**src/hdl/sct_pkg.sv**
```systemverilog
`timescale 1ns / 1ps
// ----------------------------------------------------------------------------
// sct_pkg
// Types, codes and the phoneme duration calculation for the speech chip
// register and timer block.
// ----------------------------------------------------------------------------
package sct_pkg;

  localparam int unsigned RemainW  = 19;
  localparam int unsigned TickW    = 12;
  localparam int unsigned TblDepth = 64;

  localparam logic [1:0] MODE_WRITE = 2'd0;
  localparam logic [1:0] MODE_READ  = 2'd1;
  localparam logic [1:0] MODE_TICK  = 2'd2;

  localparam logic [2:0] REG_DUR_PHON  = 3'd0;
  localparam logic [2:0] REG_INFL      = 3'd1;
  localparam logic [2:0] REG_RATE_INFL = 3'd2;
  localparam logic [2:0] REG_CTRL_AMP  = 3'd3;
  localparam logic [2:0] REG_FILTER    = 3'd4;

  localparam logic [7:0] CTRL_RESET  = 8'h80;
  localparam logic [7:0] STATUS_REQ  = 8'h80;
  localparam logic [RemainW-1:0] RemainMax = '1;

  typedef struct packed {
    logic [1:0]       mode;
    logic [2:0]       reg_index;
    logic [7:0]       wdata;
    logic [TickW-1:0] tick_cycles;
  } in_item_t;

  typedef struct packed {
    logic [7:0] rdata;
    logic       irq_edge;
    logic       request_cleared;
    logic       phoneme_start;
    logic [5:0] phoneme_code;
  } out_item_t;

  // idx = {rate[3:0], dur[1:0]}; evaluated at elaboration only
  function automatic logic [RemainW-1:0] phoneme_cycles(input longint unsigned clock_hz,
                                                        input longint unsigned idx);
    longint unsigned rate;
    longint unsigned dur;
    longint unsigned ms;
    longint unsigned cyc;
    rate = (idx >> 2) & 64'd15;
    dur  = idx & 64'd3;
    ms   = ((64'd16 - rate) * 64'd4096 / 64'd1023) * (64'd4 - dur);
    cyc  = ms * clock_hz / 64'd1000;
    if (cyc > 64'(RemainMax)) begin
      cyc = 64'(RemainMax);
    end
    return cyc[RemainW-1:0];
  endfunction

endpackage

```
**src/hdl/sct_if.sv**
```systemverilog
`timescale 1ns / 1ps
// ----------------------------------------------------------------------------
// sct_if
// Valid/ready channels for command transactions and result transactions.
// ----------------------------------------------------------------------------
interface sct_in_if;
  logic              valid;
  logic              ready;
  sct_pkg::in_item_t data;

  modport source (output valid, output data, input ready);
  modport sink (input valid, input data, output ready);
endinterface

interface sct_out_if;
  logic               valid;
  logic               ready;
  sct_pkg::out_item_t data;

  modport source (output valid, output data, input ready);
  modport sink (input valid, input data, output ready);
endinterface

```
**src/hdl/speech_chip_register_timer.sv**
```systemverilog
`timescale 1ns / 1ps
// ----------------------------------------------------------------------------
// speech_chip_register_timer
// Register file and phoneme countdown of a phoneme speech chip. One result
// transaction per command transaction.
// ----------------------------------------------------------------------------
// Result is registered: valid in the cycle after the command is accepted.
// Throughput: 1 transaction per cycle; one result register holds the output,
//   and a new command is taken whenever it is empty or being drained.
// Phoneme durations come from a 64-entry constant table built from CLOCK_HZ.
// Reset: all registers zero except control/amplitude (0x80, powered down);
//   no result pending.
module speech_chip_register_timer #(
  parameter int unsigned CLOCK_HZ = 1022727
) (
  input  logic      clk_i,
  input  logic      rst_ni,
  sct_in_if.sink    in_i,
  sct_out_if.source out_o
);

  localparam int unsigned RW = sct_pkg::RemainW;

  logic [RW-1:0] cyc_tbl [sct_pkg::TblDepth];

  for (genvar g = 0; g < sct_pkg::TblDepth; g++) begin : g_tbl
    localparam logic [RW-1:0] Cyc = sct_pkg::phoneme_cycles(64'(CLOCK_HZ), 64'(g));
    assign cyc_tbl[g] = Cyc;
  end

  logic [7:0]    dur_q, dur_d;
  logic [7:0]    infl_q, infl_d;
  logic [7:0]    rate_q, rate_d;
  logic [7:0]    ctrl_q, ctrl_d;
  logic [7:0]    filt_q, filt_d;
  logic [RW-1:0] rem_q, rem_d;
  logic          flag_q, flag_d;

  logic               out_valid_q;
  sct_pkg::out_item_t out_data_q, res;
  logic               accept;
  logic [5:0]         tbl_idx;
  logic [RW-1:0]      reload;
  sct_pkg::in_item_t  cmd;

  assign cmd          = in_i.data;
  assign in_i.ready   = !out_valid_q || out_o.ready;
  assign accept       = in_i.valid && in_i.ready;
  assign out_o.valid  = out_valid_q;
  assign out_o.data   = out_data_q;

  assign tbl_idx = (cmd.reg_index == sct_pkg::REG_DUR_PHON) ? {rate_q[7:4], cmd.wdata[7:6]}
                                                             : {rate_q[7:4], dur_q[7:6]};
  assign reload  = cyc_tbl[tbl_idx];

  always_comb begin
    dur_d  = dur_q;
    infl_d = infl_q;
    rate_d = rate_q;
    ctrl_d = ctrl_q;
    filt_d = filt_q;
    rem_d  = rem_q;
    flag_d = flag_q;
    res    = '0;
    unique case (cmd.mode)
      sct_pkg::MODE_WRITE: begin
        if (cmd.reg_index <= sct_pkg::REG_RATE_INFL) begin
          res.request_cleared = flag_q;
          flag_d              = 1'b0;
        end
        case (cmd.reg_index)
          sct_pkg::REG_DUR_PHON: begin
            dur_d = cmd.wdata;
            if (!ctrl_q[7]) begin
              rem_d             = reload;
              res.phoneme_start = 1'b1;
            end
          end
          sct_pkg::REG_INFL:      infl_d = cmd.wdata;
          sct_pkg::REG_RATE_INFL: rate_d = cmd.wdata;
          sct_pkg::REG_CTRL_AMP: begin
            ctrl_d = cmd.wdata;
            if (ctrl_q[7] && !cmd.wdata[7]) begin
              rem_d             = reload;
              res.phoneme_start = 1'b1;
            end
            if (!ctrl_q[7] && cmd.wdata[7]) begin
              res.request_cleared = flag_q;
              flag_d              = 1'b0;
              rem_d               = '0;
            end
          end
          sct_pkg::REG_FILTER: filt_d = cmd.wdata;
          default: ;
        endcase
      end
      sct_pkg::MODE_READ: begin
        res.rdata = flag_q ? sct_pkg::STATUS_REQ : 8'h00;
      end
      sct_pkg::MODE_TICK: begin
        if ((cmd.tick_cycles != '0) && (rem_q != '0) && !ctrl_q[7]) begin
          if (RW'(cmd.tick_cycles) < rem_q) begin
            rem_d = rem_q - RW'(cmd.tick_cycles);
          end else begin
            rem_d = '0;
            if (!flag_q) begin
              flag_d       = 1'b1;
              res.irq_edge = (dur_q[7:6] != 2'b00);
            end
          end
        end
      end
      default: ;
    endcase
    res.phoneme_code = dur_d[5:0];
  end

  always_ff @(posedge clk_i or negedge rst_ni) begin
    if (!rst_ni) begin
      dur_q       <= '0;
      infl_q      <= '0;
      rate_q      <= '0;
      ctrl_q      <= sct_pkg::CTRL_RESET;
      filt_q      <= '0;
      rem_q       <= '0;
      flag_q      <= 1'b0;
      out_valid_q <= 1'b0;
    end else begin
      if (accept) begin
        dur_q  <= dur_d;
        infl_q <= infl_d;
        rate_q <= rate_d;
        ctrl_q <= ctrl_d;
        filt_q <= filt_d;
        rem_q  <= rem_d;
        flag_q <= flag_d;
        out_valid_q <= 1'b1;
      end else if (out_o.ready) begin
        out_valid_q <= 1'b0;
      end
    end
  end

  always_ff @(posedge clk_i) begin
    if (accept) begin
      out_data_q <= res;
    end
  end

  // powered down: no pending request, countdown stopped
  a_down_no_flag: assert property (@(posedge clk_i) disable iff (!rst_ni)
    ctrl_q[7] |-> !flag_q)
    else $error("request flag set while powered down");

  a_down_no_count: assert property (@(posedge clk_i) disable iff (!rst_ni)
    ctrl_q[7] |-> (rem_q == '0))
    else $error("countdown running while powered down");

  a_irq_alone: assert property (@(posedge clk_i) disable iff (!rst_ni)
    out_valid_q |-> !(out_data_q.irq_edge &&
                      (out_data_q.phoneme_start || out_data_q.request_cleared ||
                       (out_data_q.rdata != 8'h00))))
    else $error("interrupt edge combined with write or read result");

  a_irq_sets_flag: assert property (@(posedge clk_i) disable iff (!rst_ni)
    (accept && res.irq_edge) |=> flag_q)
    else $error("interrupt edge without request flag");

endmodule

```
**src/flat_wrapper.sv**
```systemverilog
// flat-port wrapper written by rule: the top's interface ports become plain ports
module speech_chip_register_timer_flat 
#(
  parameter int unsigned CLOCK_HZ = 1022727
)
  (clk_i, rst_ni, in_i_valid, in_i_data, in_i_ready, out_o_valid, out_o_data, out_o_ready);
  sct_in_if in_i_i ();
  sct_out_if out_o_i ();
  input  logic clk_i;
  input  logic rst_ni;
  input wire logic [$bits(in_i_i.valid)-1:0] in_i_valid;
  input wire logic [$bits(in_i_i.data)-1:0] in_i_data;
  output wire logic [$bits(in_i_i.ready)-1:0] in_i_ready;
  output wire logic [$bits(out_o_i.valid)-1:0] out_o_valid;
  output wire logic [$bits(out_o_i.data)-1:0] out_o_data;
  input wire logic [$bits(out_o_i.ready)-1:0] out_o_ready;
  assign in_i_i.valid = in_i_valid;
  assign in_i_i.data = in_i_data;
  assign in_i_ready = in_i_i.ready;
  assign out_o_valid = out_o_i.valid;
  assign out_o_data = out_o_i.data;
  assign out_o_i.ready = out_o_ready;
  speech_chip_register_timer #(.CLOCK_HZ(CLOCK_HZ)) u_core (.clk_i(clk_i), .rst_ni(rst_ni), .in_i(in_i_i), .out_o(out_o_i));
endmodule
```
**config.mk**
```make
export PLATFORM = sky130hd
export DESIGN_NAME = speech_chip_register_timer_flat
export DESIGN_NICKNAME = d
export VERILOG_FILES = /design/src/hdl/sct_pkg.sv /design/src/hdl/sct_if.sv /design/src/hdl/speech_chip_register_timer.sv /design/src/flat_wrapper.sv
export SDC_FILE = /design/constraint.sdc
export NUM_CORES = 1
export LEC_CHECK = 0
export BUFFER_PORTS_ARGS = -buffer_cell sky130_fd_sc_hd__buf_2
export CORE_MARGIN = 5
export CORE_UTILIZATION = 40
export CTS_BUF_LIST = sky130_fd_sc_hd__clkbuf_8
export DETAILED_ROUTE_END_ITERATION = 6
export PLACE_DENSITY_LB_ADDON = 0.2
export SLEW_MARGIN = 5
export SYNTH_ARGS = -nofsm -noshare
export SYNTH_HDL_FRONTEND = slang
export SYNTH_SLANG_ARGS = --single-unit
```
**constraint.sdc**
```tcl
create_clock -name clk_i -period 5.3 [get_ports clk_i]
set_input_delay 0.53 -clock clk_i [delete_from_list [all_inputs] [get_ports clk_i]]
set_output_delay 0.53 -clock clk_i [all_outputs]
set_load 0.02 [all_outputs]
```
# Word-level counts from Yosys, hierarchy flattened
# Memory sizes are Yosys's and may differ from the RTL's.
# Index checks and enable logic that the tools add are counted.
word_totals:
  reg_bits: 62
  romBits: 1216
  input_bits: 29
  mem_count: 1
mem_list:
  columns: ["memory", "depth", "width", "rd", "rd_clocked_by_memory_dff", "wr", "line", "rtl"]
  rows:
  - ["(name not given)", 64, 19, 1, 0, 0, "speech_chip_register_timer.sv:54", "assign reload = cyc_tbl[tbl_idx];"]
classes:
  add_sub_neg: 1
  magnitude_cmp: 3
  n_eq_ne: 9
  mux: 27
  bitwise_logic: 3
  reduce_logical: 22
op_table:
  columns: ["op", "n"]
  rows:
  - ["$mux W19", 7]
  - ["$pmux W19 S2", 2]
  - ["$lt A12 B19 Y1", 1]
  - ["$reduce_bool A19 Y1", 1]
  - ["$sub A19 B12 Y19", 1]
  - ["$mux W1", 12]
  - ["$mux W6", 2]
  - ["$reduce_bool A12 Y1", 1]
  - ["$reduce_and A3 Y1", 3]
  - ["$mux W8", 1]
  - ["$ge A7 B7 Y1 const B", 1]
  - ["$not A6 Y7", 1]
  - ["$eq A3 B2 Y1 const B", 2]
  - ["$reduce_and A6 Y1", 1]
  - ["$reduce_bool A2 Y1", 3]
  - ["$logic_and A1 B1 Y1", 5]
  - ["$ne A4 B2 Y1 const B", 1]
  - ["$pmux W1 S2", 2]
  - ["$reduce_and A4 Y1", 1]
  - ["$reduce_or A4 Y1", 1]
  - ["$le A3 B2 Y1 const B", 1]
  - ["$logic_not A1 Y1", 3]
  - ["$logic_not A3 Y1", 1]
  - ["$ne A3 B2 Y1 const B", 1]
  - ["other kinds (9)", 10]

# Logic depth before layout (Yosys ltp)
depth:
  word_depth: 10
  mapped_depth: 11

# Worst setup path after synthesis
# No wires, ideal clock.
synth_timing:
  kind: "input to register"
  startpoint: "in in_i_data[22]"
  endpoint: "reg u_core.rem_q[1]"
  t_arrival_ns: 2.674
  required_ns: 5.218
  setup_slack_ns: 2.544
  path_stages: 10
  n_path_buf: 1
  cell_sequence: "nor3_4 -> mux2i_2 -> ha_1 -> clkbuf_1 -> nor2_1 -> o21a_1 -> a311oi_1 -> nor4_1 -> a211o_1 -> a31oi_1"
synth_between:
  elab_chain_len: 10
  word_cells_on_any_way: 16
synth_lines:
  columns: ["item", "line", "rtl"]
  rows:
  - ["from (decl)", "flat_wrapper.sv:12", "input wire logic [$bits(in_i_i.data)-1:0] in_i_data;"]
  - ["$logic_not A3 Y1", "speech_chip_register_timer.sv:52, speech_chip_register_timer.sv:71", null]
  - ["$mux W2", "speech_chip_register_timer.sv:52", "assign tbl_idx = (cmd.reg_index == sct_pkg::REG_DUR_PHON) ? {rate_q[7:4], cmd.wdata[7:6]}"]
  - ["$not A6 Y7 (not written as such)", "speech_chip_register_timer.sv:54", null]
  - ["$mem_v2 Z64 W19", null, null]
  - ["$mux W19 (not written as such) (2 in series)", "speech_chip_register_timer.sv:54", null]
  - ["$mux W19", "speech_chip_register_timer.sv:83", "if (ctrl_q[7] && !cmd.wdata[7]) begin"]
  - ["$mux W19", "speech_chip_register_timer.sv:87", "if (!ctrl_q[7] && cmd.wdata[7]) begin"]
  - ["$pmux W19 S2", "speech_chip_register_timer.sv:71", "case (cmd.reg_index)"]
  - ["$pmux W19 S2", "speech_chip_register_timer.sv:65", "unique case (cmd.mode)"]
  - ["to (signal assigned)", "speech_chip_register_timer.sv:135", "rem_q <= rem_d;"]
  - ["to (decl)", "speech_chip_register_timer.sv:36", "logic [RW-1:0] rem_q, rem_d;"]
# Several ways; a longest one is shown, not always the timed one. The select of a mux whose other input is x is not followed.
# A chain may end at the register's enable or synchronous reset.

# Worst setup path after layout
# Ends and elaborated chain as after synthesis.

==> metrics.txt <==
outcome=finished, final reports clean; vias after detailed routing=between 3,000 and 4,000; number of setup buffers added after CTS=0; width of the chip=~110 um; number of cells produced by synthesis=490; number of I/O pins=48; number of warnings issued by yosys=0; endpoint required time on the critical path=roughly 5.5 ns; TritonCTS clock tree=built; internal power consumption=about 850 uW; post-route DRC violation count=0; xor/xnor share of the synthesized area=1.75%; unrepaired setup endpoints after global routing=no; count of instances resized after the clock tree is built=0; CTS Sinks=44; height of the die=between 100 and 150 um; CP Capture Type=flop; leakage power summed over all cells=~0.0018 uW; All-Layer GR Usage=between 10% and 20%; CTS clock-pin slew for the worst setup and hold paths=roughly 0.1 ns; dominant combinational cell family by area after synthesis=compound AO/OA/AOI/OAI gates; HPWL reported at the end of detailed placement=~8000 um; most frequently used flop master after synthesis=dfrtp_1; Pre-antenna DRT Iters=6; Tightest Pin Transition=1.12 ns; pin count of the biggest net entering global routing=46; accumulated negative setup slack=0 ns; simple-gate share of the synthesized area=between 10% and 20%; end-of-flow core utilization=44.6%; number of inserted filler cells in the final layout=~1,000; Max Fclk=about 0.32 GHz; arithmetic-cell share of the synthesized area counting full adders, half adders and majority gates=9.27%; vias per std cell=5.78; Post-synth EDFFs=10; NumNets Final=between 500 and 600; IO Port Bufs=40; total CTS buffers=5; commonest cells after routing, fill and taps aside=nor2_1 (48), a21oi_1 (48), nand2_1 (42), buf_2 (40), dfrtp_1 (33); Max Cap Violations=0; Detail Route Antenna Nets=0; htree depth=2; hold violation count in the final report=0; syn_area_per_cell=8.15 um2; root cell of the clock tree=clkbuf_8; worst-path fanout max=11; Synth cell types=72; P&R area growth vs syn=9.15%; total congestion overflow after global routing=0; data arrival at the endpoint of the critical path=approximately 3.3 ns; fraction of layout instances using a drive strength above 1=between 10% and 20%; post-synth design cell area=~4000 um2; initial core utilization=about two fifths; Tmin final=3.10 ns; total power density per cell area=about 340 nW/um2; total of endpoints with negative setup slack in the final report=0; class of the tightest hold or removal check=in2async; antenna violations before repair=0; Compound-Gate Fraction of Synth Area=a little over a quarter; Core Footprint=just under 10,000 um2; relative slew slack=between 20% and 30%; share of the clock period used by the worst path=between 50% and 60%; net switching power of the design=between 600 and 700 uW; worst voltage drop across the vdd grid=0.139 mV; global placement routability congestion=0.892; crit path kind=in2reg; via count of the first global-routing pass=around 3,400; Seq cells post-synth=44; portion of total power attributed to the clock network=around 18%; routed wire length=around 11,000 um; number of buffers on the longest clock path=2; Async SR Flop Fraction=between 70% and 80%; register share of total power=roughly a third; wire length per cell after detailed routing=~17 um; count of final max-slew check failures=0; first-pass GRT wire length=17,200 um; number of hold buffers added after cts=0; sort of element at the start of the critical path=input pin; Site Rows=36; total die area=between 10,000 and 15,000 um2; proportion of synthesized area in mux cells=under 10%; sequential-to-total area share from yosys stat=about 29%; first-iteration detailed-routing DRC count=around 540; net switching share of the total power=43.5%; worst clock skew=between 0.009 and 0.01 ns; Clock Latency Late Sink=0.30 ns; part of the total power dissipated in combinational logic=between 50% and 60%; number of diodes added for antenna fixing=0
[cells in the mapped netlist, types with 12 or more instances]
library cell	number	area, um2
ha_1	28	350
clkbuf_1	15	56.3
dfrtp_1	33	826
a31oi_1	13	81.3
o21ai_0	30	150
nand2_1	42	158
nor4_1	12	75.1
mux2_2	18	203
a21oi_1	48	240
inv_1	24	90.1
nor2_1	48	180
[flip-flops by register name, indices dropped and copies added, names as in the netlist]
name                flops
u_core.out_o.data      10
u_core.dur_q            8
u_core.out_o.valid      1
u_core.flag_q           1
u_core.ctrl_q           1
u_core.rate_q           4
u_core.rem_q           19
[cells by family after synthesis]
kind of cell | Yosys count
xor+xnor | 8
compound gates | 163
other cells | 1
mux | 24
fa+ha+maj | 29
flops | 44
buf+inv | 61
simple gates | 160
[power groups by stage]
| stage | Sequential, uW | Clock [uW] | Combinational (uW) |
|---|---|---|---|
| after floorplan | 466 | 0 | 582 |
| after global placement | 483 | 0 | 738 |
| after detailed placement | 483 | 0 | 739 |
| after CTS | 476 | 275 | 744 |
| after global routing | 488 | 294 | 834 |
| final | 477 | 267 | 753 |
[metrics by stage]
| stage | cell area (um2) | hold slack (ns) | setup slack (ns) | cells | power, uW |
|---|---|---|---|---|---|
| 3_5_place_dp | 4240 | 0.489 | 1.95 | 639 | 1220 |
| 2_1_floorplan | 4020 | 0.234 | 2.54 | 496 | 1050 |
| 6_report | 4360 | 0.309 | 2.20 | 647 | 1500 |
| 3_3_place_gp | 4240 | 0.482 | 2.05 | 639 | 1220 |
| 5_1_grt | 4360 | 0.374 | 2.07 | 647 | 1620 |
| 4_1_cts | 4360 | 0.332 | 2.26 | 647 | 1500 |
[critical path, cell delays in order]
cell	delay, ns
buf_2	0.15
nor3_4	0.35
mux2i_2	0.57
ha_1	0.47
inv_1	0.15
nor2_1	0.10
o21a_1	0.22
a311oi_1	0.20
nor4_1	0.07
a211o_1	0.32
a31oi_1	0.17
[routing by layer]
metal  track usage [%]  up-vias  share of wire [%]
met1              26.4     1733                 47
met3              2.70       10                6.3
met4              3.83        0                1.1
li1                  -     1841                  -
met2              27.7      156                 45
met5                 0        -                  0
[worst paths after layout]
path | depth (start not counted) | slack, ns | start | end
hold reg to reg | 1 | 0.51 | u_core.dur_q[5]$_DFFE_PN0P_ | u_core.dur_q[5]$_DFFE_PN0P_
max in group asynchronous | 1 | 4.47 | rst_ni | u_core.rate_q[7]$_DFFE_PN0P_
min in group clk_i | 2 | 0.44 | in_i_valid | u_core.out_o.valid$_DFFE_PN0P_
hold / removal | 1 | 0.31 | rst_ni | u_core.rem_q[9]$_DFFE_PN0P_
setup / recovery | 11 | 2.20 | in_i_data[22] | u_core.rem_q[1]$_DFFE_PN0P_
setup reg to reg | 6 | 2.35 | u_core.out_o.valid$_DFFE_PN0P_ | u_core.rem_q[15]$_DFFE_PN0P_
[final cells by class]
type / count / area [um2] / area share, %
clock buffer: 5 / 68.8 / 1.58
multi-input combinational: 391 / 2590 / 59.4
tap: 133 / 166 / 3.82
inverter: 27 / 104 / 2.38
clock inverter: 3 / 46.3 / 1.06
sequential: 44 / 1150 / 26.4
timing repair buffer: 44 / 230 / 5.28
Note: power is estimated with default switching activity, not from simulation.
